`src/design/integer_to_roman_numeral_assert.svh`:
```
// assertion macros used by the converter back end
// all checks run on the rising edge of clk and are off while arst_n is low
`ifndef INTEGER_TO_ROMAN_NUMERAL_ASSERT_SVH
`define INTEGER_TO_ROMAN_NUMERAL_ASSERT_SVH

`ifndef SYNTHESIS

// property holds at the same edge
`define ITR_ASSERT(lbl, prop) \
	lbl: assert property (@(posedge clk) disable iff (!arst_n) (prop)) \
		else $error("itr assertion failed");

// consequent holds at the edge after the antecedent
`define ITR_ASSERT_NEXT(lbl, ante, cons) \
	lbl: assert property (@(posedge clk) disable iff (!arst_n) (ante) |=> (cons)) \
		else $error("itr assertion failed");

`else

`define ITR_ASSERT(lbl, prop)
`define ITR_ASSERT_NEXT(lbl, ante, cons)

`endif

`endif

```
`src/design/itr_pkg.sv`:
```
package itr_pkg;

	// field widths
	localparam int VALUE_W = 12;
	localparam int SYM_W = 7;

	// largest number with a numeral
	localparam logic [VALUE_W-1:0] MAX_VALUE = VALUE_W'(3999);

	// queue between the front and the back
	localparam int QUEUE_DEPTH_DEF = 2;

	// greedy table, largest weight first
	localparam int TABLE_LEN = 13;
	localparam int IDX_W = $clog2(TABLE_LEN);

	// ascii codes of the numeral characters
	localparam logic [SYM_W-1:0] SYM_NONE = 7'h00;
	localparam logic [SYM_W-1:0] SYM_I = 7'h49;
	localparam logic [SYM_W-1:0] SYM_V = 7'h56;
	localparam logic [SYM_W-1:0] SYM_X = 7'h58;
	localparam logic [SYM_W-1:0] SYM_L = 7'h4c;
	localparam logic [SYM_W-1:0] SYM_C = 7'h43;
	localparam logic [SYM_W-1:0] SYM_D = 7'h44;
	localparam logic [SYM_W-1:0] SYM_M = 7'h4d;

	localparam logic [VALUE_W-1:0] RN_WEIGHT [TABLE_LEN] = '{
		12'd1000, 12'd900, 12'd500, 12'd400, 12'd100, 12'd90, 12'd50,
		12'd40, 12'd10, 12'd9, 12'd5, 12'd4, 12'd1
	};

	localparam logic [SYM_W-1:0] RN_FIRST [TABLE_LEN] = '{
		SYM_M, SYM_C, SYM_D, SYM_C, SYM_C, SYM_X, SYM_L,
		SYM_X, SYM_X, SYM_I, SYM_V, SYM_I, SYM_I
	};

	// second character of a subtractive pair, none for a single character
	localparam logic [SYM_W-1:0] RN_SECOND [TABLE_LEN] = '{
		SYM_NONE, SYM_M, SYM_NONE, SYM_D, SYM_NONE, SYM_C, SYM_NONE,
		SYM_L, SYM_NONE, SYM_X, SYM_NONE, SYM_V, SYM_NONE
	};

	// classified number on its way to the back
	typedef struct packed {
		logic [VALUE_W-1:0] value;
		logic               err;
	} itr_item_t;

	// one result word
	typedef struct packed {
		logic [SYM_W-1:0] symbol;
		logic             last;
		logic             err;
	} itr_word_t;

	// handshake between a producer and the queue
	typedef struct packed {
		logic       valid;
		itr_item_t  item;
	} itr_q_in_t;

endpackage

```
`src/design/itr_front.sv`:
```
module itr_front import itr_pkg::*; (
	input  logic               clk,
	input  logic               arst_n,
	input  logic               push,
	output logic               full,
	input  logic [VALUE_W-1:0] value,
	output itr_q_in_t          q_wr,
	input  logic               q_full
);

	logic      valid_s1;
	itr_item_t item_s1;
	logic      accept;
	logic      move;

	// hand the stage on whenever the queue has room
	assign move = valid_s1 && !q_full;
	assign full = valid_s1 && q_full;
	assign accept = push && !full;

	// stage valid
	always_ff @(posedge clk or negedge arst_n) begin
		if (!arst_n) begin
			valid_s1 <= 1'b0;
		end else if (accept) begin
			valid_s1 <= 1'b1;
		end else if (move) begin
			valid_s1 <= 1'b0;
		end
	end

	// classify: zero and values past the top of the range are errors
	always_ff @(posedge clk) begin
		if (accept) begin
			item_s1.value <= value;
			item_s1.err <= (value == '0) || (value > MAX_VALUE);
		end
	end

	assign q_wr.valid = move;
	assign q_wr.item = item_s1;

endmodule

```
`src/design/itr_queue.sv`:
```
module itr_queue import itr_pkg::*; #(
	parameter int DEPTH = QUEUE_DEPTH_DEF
) (
	input  logic      clk,
	input  logic      arst_n,
	input  itr_q_in_t wr,
	output logic      full,
	input  logic      rd,
	output logic      empty,
	output itr_item_t rd_item
);

	localparam int PTR_W = (DEPTH > 1) ? $clog2(DEPTH) : 1;
	localparam int CNT_W = $clog2(DEPTH + 1);
	localparam logic [PTR_W-1:0] PTR_LAST = PTR_W'(DEPTH - 1);
	localparam logic [CNT_W-1:0] CNT_FULL = CNT_W'(DEPTH);

	itr_item_t        mem_q [DEPTH];
	logic [PTR_W-1:0] wr_ptr_q;
	logic [PTR_W-1:0] rd_ptr_q;
	logic [CNT_W-1:0] count_q;
	logic             do_wr;
	logic             do_rd;

	assign full = (count_q == CNT_FULL);
	assign empty = (count_q == '0);
	assign do_wr = wr.valid && !full;
	assign do_rd = rd && !empty;
	assign rd_item = mem_q[rd_ptr_q];

	// pointers and fill count
	always_ff @(posedge clk or negedge arst_n) begin
		if (!arst_n) begin
			wr_ptr_q <= '0;
			rd_ptr_q <= '0;
			count_q <= '0;
		end else begin
			if (do_wr) begin
				wr_ptr_q <= (wr_ptr_q == PTR_LAST) ? '0 : wr_ptr_q + 1'b1;
			end
			if (do_rd) begin
				rd_ptr_q <= (rd_ptr_q == PTR_LAST) ? '0 : rd_ptr_q + 1'b1;
			end
			if (do_wr && !do_rd) begin
				count_q <= count_q + 1'b1;
			end else if (do_rd && !do_wr) begin
				count_q <= count_q - 1'b1;
			end
		end
	end

	// storage
	always_ff @(posedge clk) begin
		if (do_wr) begin
			mem_q[wr_ptr_q] <= wr.item;
		end
	end

endmodule

```
`src/design/itr_back.sv`:
```
`include "integer_to_roman_numeral_assert.svh"

module itr_back import itr_pkg::*; (
	input  logic             clk,
	input  logic             arst_n,
	input  logic             q_empty,
	input  itr_item_t        q_item,
	output logic             q_pop,
	output logic             empty,
	input  logic             pop,
	output logic [SYM_W-1:0] symbol,
	output logic             last,
	output logic             error
);

	typedef enum logic [2:0] {
		ST_IDLE = 3'b001,
		ST_RUN  = 3'b010,
		ST_PEND = 3'b100
	} itr_state_t;

	itr_state_t         state_q, state_d;
	logic [VALUE_W-1:0] rest_q, rest_d;
	logic               err_q, err_d;
	logic [SYM_W-1:0]   pend_q, pend_d;
	logic               out_valid_q;
	itr_word_t          out_q;
	itr_word_t          word_d;
	logic               emit;
	logic               emit_ok;
	logic [IDX_W-1:0]   sel;
	logic [VALUE_W-1:0] rest_sub;

	assign emit_ok = !out_valid_q || pop;

	// largest table weight that still fits in the rest
	always_comb begin
		sel = IDX_W'(TABLE_LEN - 1);
		for (int i = TABLE_LEN - 1; i >= 0; i--) begin
			if (rest_q >= RN_WEIGHT[i]) begin
				sel = IDX_W'(i);
			end
		end
	end

	assign rest_sub = rest_q - RN_WEIGHT[sel];

	// sequencer: load, then one character per cycle when free
	always_comb begin
		state_d = state_q;
		rest_d = rest_q;
		err_d = err_q;
		pend_d = pend_q;
		q_pop = 1'b0;
		emit = 1'b0;
		word_d = '0;
		unique case (state_q)
			ST_IDLE: begin
				if (!q_empty) begin
					q_pop = 1'b1;
					rest_d = q_item.value;
					err_d = q_item.err;
					state_d = ST_RUN;
				end
			end
			ST_RUN: begin
				if (emit_ok) begin
					emit = 1'b1;
					if (err_q) begin
						word_d.symbol = SYM_NONE;
						word_d.last = 1'b1;
						word_d.err = 1'b1;
						state_d = ST_IDLE;
					end else begin
						word_d.symbol = RN_FIRST[sel];
						rest_d = rest_sub;
						if (RN_SECOND[sel] != SYM_NONE) begin
							pend_d = RN_SECOND[sel];
							state_d = ST_PEND;
						end else begin
							word_d.last = (rest_sub == '0);
							state_d = (rest_sub == '0) ? ST_IDLE : ST_RUN;
						end
					end
				end
			end
			ST_PEND: begin
				if (emit_ok) begin
					emit = 1'b1;
					word_d.symbol = pend_q;
					word_d.last = (rest_q == '0);
					state_d = (rest_q == '0) ? ST_IDLE : ST_RUN;
				end
			end
			default: begin
				state_d = ST_IDLE;
			end
		endcase
	end

	// control state
	always_ff @(posedge clk or negedge arst_n) begin
		if (!arst_n) begin
			state_q <= ST_IDLE;
			out_valid_q <= 1'b0;
		end else begin
			state_q <= state_d;
			if (emit) begin
				out_valid_q <= 1'b1;
			end else if (pop) begin
				out_valid_q <= 1'b0;
			end
		end
	end

	// working number and output word
	always_ff @(posedge clk) begin
		rest_q <= rest_d;
		err_q <= err_d;
		pend_q <= pend_d;
		if (emit) begin
			out_q <= word_d;
		end
	end

	assign empty = !out_valid_q;
	assign symbol = out_q.symbol;
	assign last = out_q.last;
	assign error = out_q.err;

	// an error word is alone and carries no character
	`ITR_ASSERT(a_err_word, (out_valid_q && out_q.err) |-> (out_q.last && (out_q.symbol == SYM_NONE)))
	// a second character is never pending straight after a load
	`ITR_ASSERT_NEXT(a_pend_from_run, (state_q == ST_IDLE), (state_q != ST_PEND))
	// the back only takes from a queue that holds something
	`ITR_ASSERT(a_pop_nonempty, q_pop |-> !q_empty)

endmodule

```
`src/design/integer_to_roman_numeral.sv`:
```
// Integer to Roman numeral converter. Push a 12-bit number; the block answers
// with its numeral one character per word (ASCII I, V, X, L, C, D, M), largest
// values first, with the subtractive pairs CM, CD, XC, XL, IX and IV, and with
// last set on the final character. A value of 0 or above 3999 gives a single
// word with error and last set and symbol 0. The back end loads a number from
// the internal queue in its idle state and then gives one character per cycle
// while its output word is free or being popped (up to 15 characters, for
// 3888). The front end and a QUEUE_DEPTH-entry queue keep taking numbers while
// the back end works, so push is stalled only when they fill.
module integer_to_roman_numeral import itr_pkg::*; #(
	parameter int QUEUE_DEPTH = QUEUE_DEPTH_DEF
) (
	input  logic               clk,
	input  logic               arst_n,
	input  logic               push,
	output logic               full,
	input  logic [VALUE_W-1:0] value,
	output logic               empty,
	input  logic               pop,
	output logic [SYM_W-1:0]   symbol,
	output logic               last,
	output logic               error
);

	itr_q_in_t q_wr;
	logic      q_full;
	logic      q_empty;
	logic      q_pop;
	itr_item_t q_item;

	// accept and classify
	itr_front u_front (
		.clk    (clk),
		.arst_n (arst_n),
		.push   (push),
		.full   (full),
		.value  (value),
		.q_wr   (q_wr),
		.q_full (q_full)
	);

	// decoupling queue
	itr_queue #(
		.DEPTH (QUEUE_DEPTH)
	) u_queue (
		.clk     (clk),
		.arst_n  (arst_n),
		.wr      (q_wr),
		.full    (q_full),
		.rd      (q_pop),
		.empty   (q_empty),
		.rd_item (q_item)
	);

	// character sequencer
	itr_back u_back (
		.clk     (clk),
		.arst_n  (arst_n),
		.q_empty (q_empty),
		.q_item  (q_item),
		.q_pop   (q_pop),
		.empty   (empty),
		.pop     (pop),
		.symbol  (symbol),
		.last    (last),
		.error   (error)
	);

endmodule

```
`config.mk`:
```
export PLATFORM = sky130hd
export DESIGN_NAME = integer_to_roman_numeral
export DESIGN_NICKNAME = d
export VERILOG_FILES = /design/src/design/itr_pkg.sv /design/src/design/itr_front.sv /design/src/design/itr_queue.sv /design/src/design/itr_back.sv /design/src/design/integer_to_roman_numeral.sv
export VERILOG_INCLUDE_DIRS = /design/src /design/src/design
export SDC_FILE = /design/constraint.sdc
export NUM_CORES = 1
export LEC_CHECK = 0
export ABC_AREA = 1
export BUFFER_PORTS_ARGS = -buffer_cell sky130_fd_sc_hd__buf_2
export CAP_MARGIN = 20
export CORE_MARGIN = 8
export CORE_UTILIZATION = 50
export CTS_CLUSTER_DIAMETER = 80
export DETAILED_ROUTE_END_ITERATION = 16
export MAX_ROUTING_LAYER = met4
export PLACE_DENSITY_LB_ADDON = 0.1
export SLEW_MARGIN = 20
export SYNTH_ARGS = -nofsm -noshare
export SYNTH_HDL_FRONTEND = slang
export SYNTH_SLANG_ARGS = --single-unit
```
`constraint.sdc`:
```
create_clock -name clk -period 7.82 [get_ports clk]
set_input_delay 0.391 -clock clk [delete_from_list [all_inputs] [get_ports clk]]
set_output_delay 0.391 -clock clk [all_outputs]
set_load 0.02 [all_outputs]
```
==> results of run 1 <==
==> cell usage after synthesis (all sizes together) (4+ instances only) <==
cell	n	area, sq um
xor2	10	87.58
nand3	20	105.1
nand2	120	488.0
inv	69	259.0
dfrtp	8	200.2
nor2	48	242.7
edfxtp	66	1982
clkbuf	5	18.77
ha	15	187.7
o21ai	32	160.2
a31oi	6	37.54
a21oi	18	93.84
nor3	10	60.06
o211ai	4	30.03
==> final cells by class <==
| class | instances | area [sq um] | area share |
|---|---|---|---|
| tap | 105 | 131.4 | 0.02845 |
| sequential | 75 | 2208 | 0.4782 |
| clock buffer | 12 | 155.1 | 0.03360 |
| inverter | 70 | 262.8 | 0.05690 |
| multi-input combinational | 307 | 1685 | 0.3649 |
| timing repair buffer | 28 | 150.1 | 0.03251 |
| clock inverter | 4 | 25.02 | 0.005419 |
==> path summary, 6_finish.rpt <==
kind,startpoint,endpoint,slack [ps]
max in group asynchronous,arst_n,u_back.state_q[0],7160
min in group asynchronous,arst_n,u_back.state_q[1],420
max reg2reg,u_back.rest_q[8],u_back.last,3180
min reg2reg,u_front.q_wr[7],u_queue.mem_q[0][7],450
max,u_back.rest_q[8],u_back.last,3180
min,value[3],u_front.q_wr[4],250
==> metal layers <==
| layer | vias up | routed length (um) |
|---|---|---|
| li1 | 1587 | - |
| met1 | 1385 | 3988 |
| met2 | 55 | 3853 |
| met3 | 11 | 305 |
| met4 | 0 | 131 |
| met5 | - | 0 |
==> where the power goes <==
group	internal (mW)	switching, mW	total [mW]
Sequential	0.608	0.0899	0.698
Clock	0.133	0.142	0.274
Combinational	0.347	0.689	1.04
==> metrics by stage <==
step	util	instance area, sq um	setup slack [ps]
floorplan	-	4180	3863
CTS	0.5646	4616	3201
global route	0.5649	4618	2649
finish	0.5649	4618	3183
global placement	0.5404	4418	3419
detailed placement	0.5413	4425	3254
==> registers in the layout, summed over array words and instances, names as in the netlist, 2 cells and up <==
| register | count |
|---|---|
| u_front.q_wr | 13 |
| u_back.pend_q | 6 |
| u_back.symbol | 6 |
| u_queue.mem_q | 26 |
| u_queue.count_q | 2 |
| u_back.state_q | 3 |
| u_back.rest_q | 12 |
==> critical path: cells and delay by family, from the launching register on <==
family          cells  cell delay [ps]
flops               1              450
simple gates       11             1160
buf+inv             4              410
compound gates      8             1530
xor+xnor            1              190
fa+ha+maj           2              730
==> logic make-up after synthesis <==
| family | count (synthesis) | synth area share |
|---|---|---|
| AOI/OAI and AO/OA | 67 | 0.09039 |
| xor gates and xnor gates | 13 | 0.02724 |
| adders and majority gates | 16 | 0.04969 |
| buffers and inverters | 76 | 0.06914 |
| DFF | 75 | 0.5283 |
| muxes | 2 | 0.004789 |
| other | 1 | 0.0008971 |
| and+or+nand+nor | 208 | 0.2296 |
==> impl_results.md, run 1 <==
- Post-DP HPWL: 6.468 mm
- FF-to-FF path depth: 26
- Core Area: 0.008175 sq mm
- Nets: 523
- DRT Wirelength: 8.279 mm
- Met2 GRT Util: 0.2489
- Number of max-cap violations: 0
- Hold buffers post-CTS: 1
- Most frequent cell on the critical path: nor2_1
- Largest net degree at the start of global routing: 28
- Root Buffer: clkbuf_8
- CP max stage delay: 450 ps
- Outcome: complete, no violations
- Fraction of layout cells with a size suffix above 1: 0.1532
- Site row count: 33
- Slowest cell on crit path: edfxtp_1
- Post-CTS sizing: 0
- Vias in the first global route: 2977
- Fill cells: 765
- First-pass DRT Iterations: 4
- Setup CP Type: reg2reg
- Dpl cells: 584
- CTS Sinks: 75
- Commonest non-fill, non-tap cell in the layout: nand2_1
- IO Count: 27
- Post-synth EDFFs: 66
- Met1 GRT Util: 0.1912
- RSZ-0062 raised after global routing: no
- Power, Total: 2.009 mW
- Routed via count: 3038
- Post-Route Setup TNS: 0 ps
- Post-Synthesis Cells: 458
- Crit path max fanout: 5
- First-pass GRT wire length: 14.01 mm
- Mean post-synth cell area: 9.127 sq um
- Max-slew violations: 0
- Fin cells: 601
- Area growth syn-to-layout: 10.48%
- Slew headroom: 0.5283
- Async set-reset flop share out of synthesis: 0.1200
- Most frequent cells in the layout: nand2_1, edfxtp_1, inv_1
- Synthesis Warnings: 0
- Antenna fix cells: 0
- Worst-margin pin slew: 705.0 ps
- Synth Flop Type: edfxtp_1
- Gr busiest metal: met2
- Hold Worst Slack: 248.1 ps
- Die width: 107.4 um
- # DRC: 0
- Wire per inst: 13.78 um
- Post-CTS setup buffers: 0
- Crit end category: flop
- GP Congestion: 0.9255
- Initial antenna violation count: 0
- Clk buf depth: 2
- Min Tclk post-route: 4637 ps
- Initial DRC Count: 157
- Port bufs: 25
- Setup crit start kind: flop
- Skew final: 11.40 ps
- Initial Util: 0.5113
- P_leak: 2.036 nW
- TritonCTS clock tree: built
- Final setup vio count: 0
- Number of library cell types mapped by synthesis: 41
- Vert. Die Dim: 107.4 um
- Cells on Worst Hold Path: 1
- Pwr/cell area: 435.0 mW/mm^2
- Tot GR Track Use: 0.1563
- Maximum clock frequency: 215.6 MHz
- TritonCTS buffer count: 9
- Worst endpoint required time: 8020 ps
- Post-synthesis cell area: 0.004180 sq mm
- Period utilisation layout: 0.5930
- H-Tree Depth: 3
- Clock insertion delay at the later pin of the skew report: 340 ps
- Vias/cell: 5.055
- Critical Path AT: 4830 ps
- DRT antenna net count: 0
- Tightest Hold Check Type: in2reg
- Die Area: 0.01154 sq mm
- Sequential area share after synthesis: 0.5283
- Final hold vios: 0
- Grt ovf: 0
- Met3 GRT Util: 0.03772
- Syn_nets: 490
- FF+latch count, synth: 75
- Worst vdd ir: 0.0001866 V
- Reg clk slew, reported paths: 80 ps
No activity file was read; power rests on OpenSTA's default activity.
==> run 2, diff against run 1 <==
--- a/config.mk
+++ b/config.mk
@@ -6,7 +6,7 @@
 export SDC_FILE = /design/constraint.sdc
 export NUM_CORES = 1
 export LEC_CHECK = 0
-export ABC_AREA = 1
+export ABC_AREA = 0
 export BUFFER_PORTS_ARGS = -buffer_cell sky130_fd_sc_hd__buf_2
 export CAP_MARGIN = 20
 export CORE_MARGIN = 8
==> constraint.sdc (replaced) <==
create_clock -name clk -period 4.8 [get_ports clk]
set_input_delay 0.24 -clock clk [delete_from_list [all_inputs] [get_ports clk]]
set_output_delay 0.24 -clock clk [all_outputs]
set_load 0.02 [all_outputs]
==> run 2 against run 1 <==
- routed wire length grew 5.3%
- die area shrank 2.7%
- worst hold slack lost 150 ps
- global-route usage grew 0.50 points
- cell count shrank 11%
- largest cell class unchanged
- first-iteration DRC count grew 45%
- total power grew 77%
- register-to-register slack lost 3000 ps
- flip-flop and latch count is the same
- combinational power grew 83%
- sequential power grew 66%
==> impl_results.md, run 2 <==
- Wire per inst: 16.24 um (+18%)
- Vias in the first global route: 3028 (+1.7%)
- Most frequent cells after synthesis: edfxtp_1, nor2_1, a21oi_1
- First-pass GRT wire length: 14.37 mm (+2.5%)
- P_int: 2.072 mW (+90%)
- TritonCTS clock tree: built
- Post-synth EDFFs: 66 (unchanged)
- Reg clk slew, reported paths: 70 ps (about the same)
- Maximum clock frequency: 218.4 MHz (+1.3%)
- Post-synth top area share: 0.4893 (+0.01523)
- Crit end category: flop
- Core Area: 0.008051 sq mm (-1.5%)
- Comb pwr share: 0.533 (+0.017)
- Post-Route Setup TNS: 0 ps (unchanged)
- Clk buf depth: 2 (unchanged)
- Most frequent cells in the layout: edfxtp_1, nor2_1, buf_4
- Async set-reset flop share out of synthesis: 0.1200 (unchanged)
- Slew headroom: 0.4888 (-0.03946)
- Root Buffer: clkbuf_8
- Clock insertion delay at the later pin of the skew report: 330 ps (about the same)
- R2r setup slk: 220 ps (-2960 ps)
- Cell accounting for the most synthesized area: edfxtp_1
- GP Congestion: 0.8719 (-5.8%)
- Period utilisation layout: 0.9540 (+0.3610)
- Skew final: 8.198 ps (-3.203 ps)
- Critical Path AT: 4770 ps (-60 ps)
- CTS Sinks: 75 (unchanged)
- Pwr/cell area: 747.8 mW/mm^2 (+72%)
- P_leak: 1.888 nW (-7.3%)
- Most flop-heavy register: u_queue.mem_q
- Area contributors post-synth: edfxtp_1, dfrtp_1, ha_1
- Setup CP Type: reg2reg
- Min Tclk post-route: 4579 ps (-58.35 ps)
- Fraction of layout cells with a size suffix above 1: 0.2269 (+0.07363)
- Die Area: 0.01124 sq mm (-2.7%)
- Commonest non-fill, non-tap cell in the layout: edfxtp_1
- H-Tree Depth: 3 (unchanged)
- Synth Flop Type: edfxtp_1
- Syn_nets: 404 (-18%)
- Post-synthesis cell area: 0.004050 sq mm (-3.1%)
- FF+latch count, synth: 75 (unchanged)
- Worst-margin pin slew: 764.0 ps (+58.97 ps)
- Vert. Die Dim: 106 um (-1.3%)
- FF-to-FF End: u_back.last
- Pre-CTS setup slack: -1.085 ps (-3255 ps)
- Vias/cell: 5.646 (+12%)
- DRT Wirelength: 8.721 mm (+5.3%)
- Tightest Hold Check Type: in2reg
- Tot GR Track Use: 0.1613 (+0.004994)
- First-pass DRT Iterations: 5 (+1)
- Crit Reg-Reg Startpoint: u_back.rest_q[8]
- Routed via count: 3032 (-0.20%)
- Final setup margin: 221.0 ps (-2962 ps)
- Cells on Worst Hold Path: 1 (unchanged)
- DRT antenna net count: 0 (unchanged)
- Most numerous cell in the Yosys netlist: edfxtp_1
- Post-Synthesis Cells: 372 (-19%)
- Synthesis Warnings: 0 (unchanged)
- Site row count: 33 (unchanged)
- Worst Hold End: u_front.q_wr[3]
- Initial Util: 0.5030 (-0.008295)
- Psw: 1.489 mW (+62%)
- Nets: 460 (-12%)
- Hold wc startpoint: value[2]
- Grt ovf: 0 (unchanged)
- Initial antenna violation count: 0 (unchanged)
- Die width: 106 um (-1.3%)
- IO Count: 27 (unchanged)
- Final setup vio count: 0 (unchanged)
- Post-DP HPWL: 6.373 mm (-1.5%)
- Crit path max fanout: 9 (+4)
- Port bufs: 25 (unchanged)
- Largest net degree at the start of global routing: 25 (-11%)
- Number of max-cap violations: 0 (unchanged)
- Worst endpoint required time: 4990 ps (-3030 ps)
- Reg power frac: 0.324 (-0.024)
- Sequential area share after synthesis: 0.5453 (+0.01697)
- Antenna fix cells: 0 (unchanged)
- Setup crit start kind: flop
- Area growth syn-to-layout: 17.58%
- Sw Share: 0.4182 (-0.03994)
- Outcome: complete, no violations
- Number of library cell types mapped by synthesis: 64 (+56%)
- TritonCTS buffer count: 9 (unchanged)
- Max-slew violations: 0 (unchanged)
- Max FFs per register: 26 (unchanged)
- Mean post-synth cell area: 10.89 sq um (+19%)
- Clock group share of total power: 0.142 (+0.005)
- Final hold vios: 0 (unchanged)
- Initial DRC Count: 227 (+45%)
- FF-to-FF path depth: 18 (-31%)
- Worst vdd ir: 0.0003450 V (+85%)
- # DRC: 0 (unchanged)
[run 2: cell types whose count changed in the layout (fill, tap and decap cells not counted), moves of 5 or more]
cell / before / now
nand2_2: 9 / 1
nand2_1: 109 / 23
a31oi_1: 6 / 1
inv_1: 64 / 15
o21ai_0: 28 / 22
inv_2: 5 / 0
nor2b_1: 0 / 12
mux2i_1: 2 / 9
nand3_1: 19 / 5
or3_1: 0 / 5
a21oi_1: 17 / 26
buf_4: 2 / 27
nand2b_1: 0 / 10
[run 2: routing by layer]
metal	vias up	track usage	wire length [um]
met4	0	0.06633	148
met2	81	0.2650	4389
li1	1501	-	-
met1	1437	0.1942	3891
met5	-	-	0
met3	13	0.02541	292
[run 2: worst max path at each step]
| stage | start | endpoint | slack, ps | cells past startpoint |
|---|---|---|---|---|
| global route | u_back.rest_q[11] | u_back.last | -30 | 19 |
| floorplan | u_back.rest_q[11] | u_back.last | 330 | 19 |
| CTS | u_back.rest_q[11] | u_back.last | 20 | 19 |
| finish | u_back.rest_q[8] | u_back.last | 220 | 18 |
| global placement | u_back.rest_q[11] | u_back.last | 60 | 19 |
| detailed placement | u_back.rest_q[11] | u_back.last | -1 | 19 |
[run 2: area by class of cell]
type                    instances  area (sq um)
clock buffers                   9         123.9
well taps                     105         131.4
fillers                       681          3289
inverters                      16         60.06
flip-flops and latches         75          2208
multi-input cells             273          1819
clock inverters                 6         81.33
repair buffers                 53         337.8
[run 2: metrics by stage]
step | instance area, sq um | std cells | hold slack, ps | utilization | power [mW]
after floorplan | 4050 | 372 | -55.59 | - | 2.370
after global placement | 4428 | 515 | 95.54 | 0.5500 | 2.888
after detailed placement | 4436 | 516 | 99.22 | 0.5509 | 2.902
after CTS | 4657 | 532 | 83.72 | 0.5784 | 3.431
after global routing | 4762 | 537 | 84.63 | 0.5915 | 3.808
final | 4762 | 537 | 98.40 | 0.5915 | 3.561
[run 2: worst max-delay path, stage by stage, from the launching register on]
cell	delay, ps
edfxtp_1	430
or4_4	560
or2_2	310
nor2_1	130
a32o_2	230
o21ai_2	90
buf_4	200
inv_1	80
ha_2	220
a21o_1	170
ha_1	260
or3_1	310
a31o_2	260
o21ai_2	80
a211oi_1	110
nor4_1	290
nand4_1	150
or4_1	410
a21oi_1	130
[run 2: kinds of logic (layout without fill, tap and decap cells)]
logic type	Yosys count	after routing	synth area share
simple gates	139	139	0.1801
compound gates	97	97	0.1520
flops	75	75	0.5453
buf+inv	24	84	0.02378
fa+ha+maj	16	16	0.05128
xor+xnor	10	10	0.02163
mux	10	10	0.02502
other cells	1	1	0.0009259
[run 2: what timing repair did]
item | 4_1_cts | 5_1_grt
hold buffers | 1 | 0
setup buffers | 0 | 5
setup endpoints to repair | 1 | 4
cloned | 0 | 0
hold endpoints to repair | 9 | 0
resized for setup | 1 | 16
pin swaps | 0 | 4
[run 2: power by group through the flow]
| stage | clock network [mW] | registers [mW] | logic, mW |
|---|---|---|---|
| 2_1_floorplan | 0 | 1.13 | 1.24 |
| 3_3_place_gp | 0 | 1.16 | 1.73 |
| 3_5_place_dp | 0 | 1.17 | 1.73 |
| 4_1_cts | 0.519 | 1.16 | 1.75 |
| 5_1_grt | 0.547 | 1.18 | 2.08 |
| 6_report | 0.507 | 1.16 | 1.90 |
==> run 3, diff against run 2 <==
==> constraint.sdc (replaced) <==
create_clock -name clk -period 3.8 [get_ports clk]
set_input_delay 0.19 -clock clk [delete_from_list [all_inputs] [get_ports clk]]
set_output_delay 0.19 -clock clk [all_outputs]
set_load 0.02 [all_outputs]
==> run 3 against run 2 <==
- the run now ends with setup timing left
- core utilization increased by 7.1 points
- worst hold slack lost 69 ps
- non-clock buffer count up 54
- design area increased by 12%
- sequential power is 25% higher
- via count increased by 7.9%
- critical endpoint unchanged
- sequential share of layout area decreased by 4.9 points
- first-iteration DRC count shrank 5.7%
==> impl_results.md, run 3 (same netlist as run 2, synthesis figures left out) <==
- Outcome: complete, but fails checks
- Failing checks: setup timing
- Tightest Hold Check Type: in2reg
- Crit end category: flop
- Most frequent cell on the critical path: nand2_2
- Tot GR Track Use: 0.1781 (+0.01682)
- Number of max-cap violations: 0 (unchanged)
- Die width: 106 um (unchanged)
- TritonCTS buffer count: 9 (unchanged)
- TritonCTS clock tree: built
- Worst endpoint required time: 4020 ps (-970 ps)
- Skew final: 10.84 ps (+2.644 ps)
- Most frequent cells in the layout: buf_4, edfxtp_1, nor2_1
- Worst-margin pin slew: 759.6 ps (-4.345 ps)
- Hold Worst Slack: 29.43 ps (-68.98 ps)
- Critical Path AT: 4680 ps (-90 ps)
- Commonest non-fill, non-tap cell in the layout: buf_4
- Vias in the first global route: 3272 (+8.1%)
- First-pass GRT wire length: 15.54 mm (+8.2%)
- Min Tclk post-route: 4469 ps (-110.5 ps)
- Multi-input combinational cell area: 0.001994 sq mm (+9.6%)
- Comb pwr share: 0.628 (+0.095)
- Most flop-heavy register: u_queue.mem_q
- P_int: 3.156 mW (+52%)
- Final setup vio count: 10 (+10)
- Site row count: 33 (unchanged)
- Slowest cell on crit path: or4_4
- DRT Wirelength: 9.503 mm (+9.0%)
- P_leak: 2.175 nW (+15%)
- Pwr/cell area: 1020 mW/mm^2 (+36%)
- Initial antenna violation count: 0 (unchanged)
- Largest net degree at the start of global routing: 25 (unchanged)
- Post-Route Setup TNS: -3104 ps (-3104 ps)
- Port bufs: 25 (unchanged)
- GP Congestion: 0.9197 (+5.5%)
- Clk buf depth: 2 (unchanged)
- Clock group share of total power: 0.105 (-0.037)
- Vias/cell: 5.527 (-2.1%)
- CTS Sinks: 75 (unchanged)
- Psw: 2.282 mW (+53%)
- Wire per inst: 16.05 um (-1.2%)
- Nets: 514 (+12%)
- Area growth syn-to-layout: 31.60%
- Grt ovf: 0 (unchanged)
- Worst-path cell chain: or4_4 -> or3b_4 -> o21ai_2 -> nand2_2 -> nand2_2 -> nand2_2 -> ha_4 -> nand2_2 -> buf_4 -> nor2_1 -> a21oi_1 -> ha_1 -> o21ai_0 -> a21oi_2 -> o211a_1 -> a211oi_2 -> nor4_1 -> nand4_1 -> or4_4 -> a21oi_2
- Period utilisation layout: 1.176 (+0.2220)
- Maximum clock frequency: 223.8 MHz (+2.5%)
- Final core occ: 0.6620 (+0.07055)
- Sw Share: 0.4196 (+0.001459)
- Clock insertion delay at the later pin of the skew report: 350 ps (+20 ps)
- Post-DP HPWL: 6.957 mm (+9.2%)
- Max FFs per register: 26 (unchanged)
- Antenna fix cells: 0 (unchanged)
- Core Area: 0.008051 sq mm (unchanged)
- Routed via count: 3272 (+7.9%)
- Initial DRC Count: 214 (-5.7%)
- Final setup margin: -668.5 ps (-889.5 ps)
- Reg power frac: 0.266 (-0.058)
- Slew headroom: 0.4917 (+0.002907)
- Die Area: 0.01124 sq mm (unchanged)
- First-pass DRT Iterations: 4 (-1)
- Setup crit start kind: flop
- # DRC: 0 (unchanged)
- DRT antenna net count: 0 (unchanged)
- Fill cells: 637 (-6.5%)
- H-Tree Depth: 3 (unchanged)
- RSZ-0062 raised after global routing: yes
- Worst vdd ir: 0.0004393 V (+27%)
- Final hold vios: 0 (unchanged)
- Vert. Die Dim: 106 um (unchanged)
- IO Count: 27 (unchanged)
- Root Buffer: clkbuf_8
- Reg clk slew, reported paths: 90 ps (+20 ps)
- Setup CP Type: reg2reg
- CP max stage delay: 600 ps (+40 ps)
- Register area: 0.002208 sq mm (unchanged)
- Initial Util: 0.5030 (unchanged)
- Fraction of layout cells with a size suffix above 1: 0.3840 (+0.1571)
- Crit path max fanout: 5 (-4)
- Max-slew violations: 0 (unchanged)
-- run 3: changes by cell type in the layout (fill, tap and decap cells not counted), sizes merged --
cell    delta
clkinv     -2
inv        +5
buf       +54
bufinv     -2
-- run 3: path summary, 6_finish.rpt --
kind                                   from              endpoint  slack (ps)  depth (start not counted)
setup / recovery           u_back.rest_q[8]           u_back.last        -670                         20
hold / removal                         push      u_front.valid_s1          30                          2
setup reg to reg           u_back.rest_q[8]           u_back.last        -670                         20
hold reg to reg            u_front.q_wr[11]  u_queue.mem_q[1][11]         440                          0
max in group asynchronous            arst_n     u_back.state_q[0]        3350                          2
min in group asynchronous            arst_n    u_queue.count_q[1]         210                          2
-- run 3: power groups by stage --
| stage | Sequential [mW] | Clock [mW] | Combinational, mW |
|---|---|---|---|
| 2_1_floorplan | 1.43 | 0 | 1.72 |
| 3_3_place_gp | 1.46 | 0 | 2.87 |
| 3_5_place_dp | 1.47 | 0 | 2.91 |
| 4_1_cts | 1.45 | 0.590 | 3.13 |
| 5_1_grt | 1.48 | 0.624 | 3.72 |
| 6_report | 1.45 | 0.571 | 3.42 |
-- run 3: metal layers --
metal  vias to the layer above  track usage  routed length, um
met2                        95       0.2945               4849
met1                      1548       0.2043               4024
li1                       1605            -                  -
met3                        24      0.03448                375
met4                         0      0.08543                254
met5                         -            -                  0
-- run 3: metrics by stage --
step	instances	total power, mW	cell area (sq um)	worst slack (ps)
2_1_floorplan	372	3.146	4121	-446.7
3_3_place_gp	563	4.328	4860	-566.7
3_5_place_dp	563	4.373	4860	-637.7
4_1_cts	592	5.169	5211	-538.9
5_1_grt	592	5.816	5330	-828.1
6_report	592	5.437	5330	-668.5
-- run 3: critical path, delay by kind of cell (launching register included) --
kind	cells	cell delay, ps
and+or+nand+nor	10	2150
adders and majority gates	2	650
AOI/OAI and AO/OA	7	990
buffers and inverters	1	120
DFF	1	430
-- run 3: timing repair --
action                     4_1_cts  5_1_grt
gates resized for setup         18       28
buffers inserted                12        1
pin swaps                        5       14
hold endpoints to repair         9        0
setup endpoints to repair        8       12
hold buffers                     1        0
-- run 3: area by class of cell --
cell class,instances,share of cell area
Tap cell,105,0.02465
Timing Repair Buffer,107,0.1415
Sequential cell,75,0.4143
Multi-Input combinational cell,273,0.3742
Clock inverter,7,0.01080
Clock buffer,9,0.02324
Inverter,16,0.01127
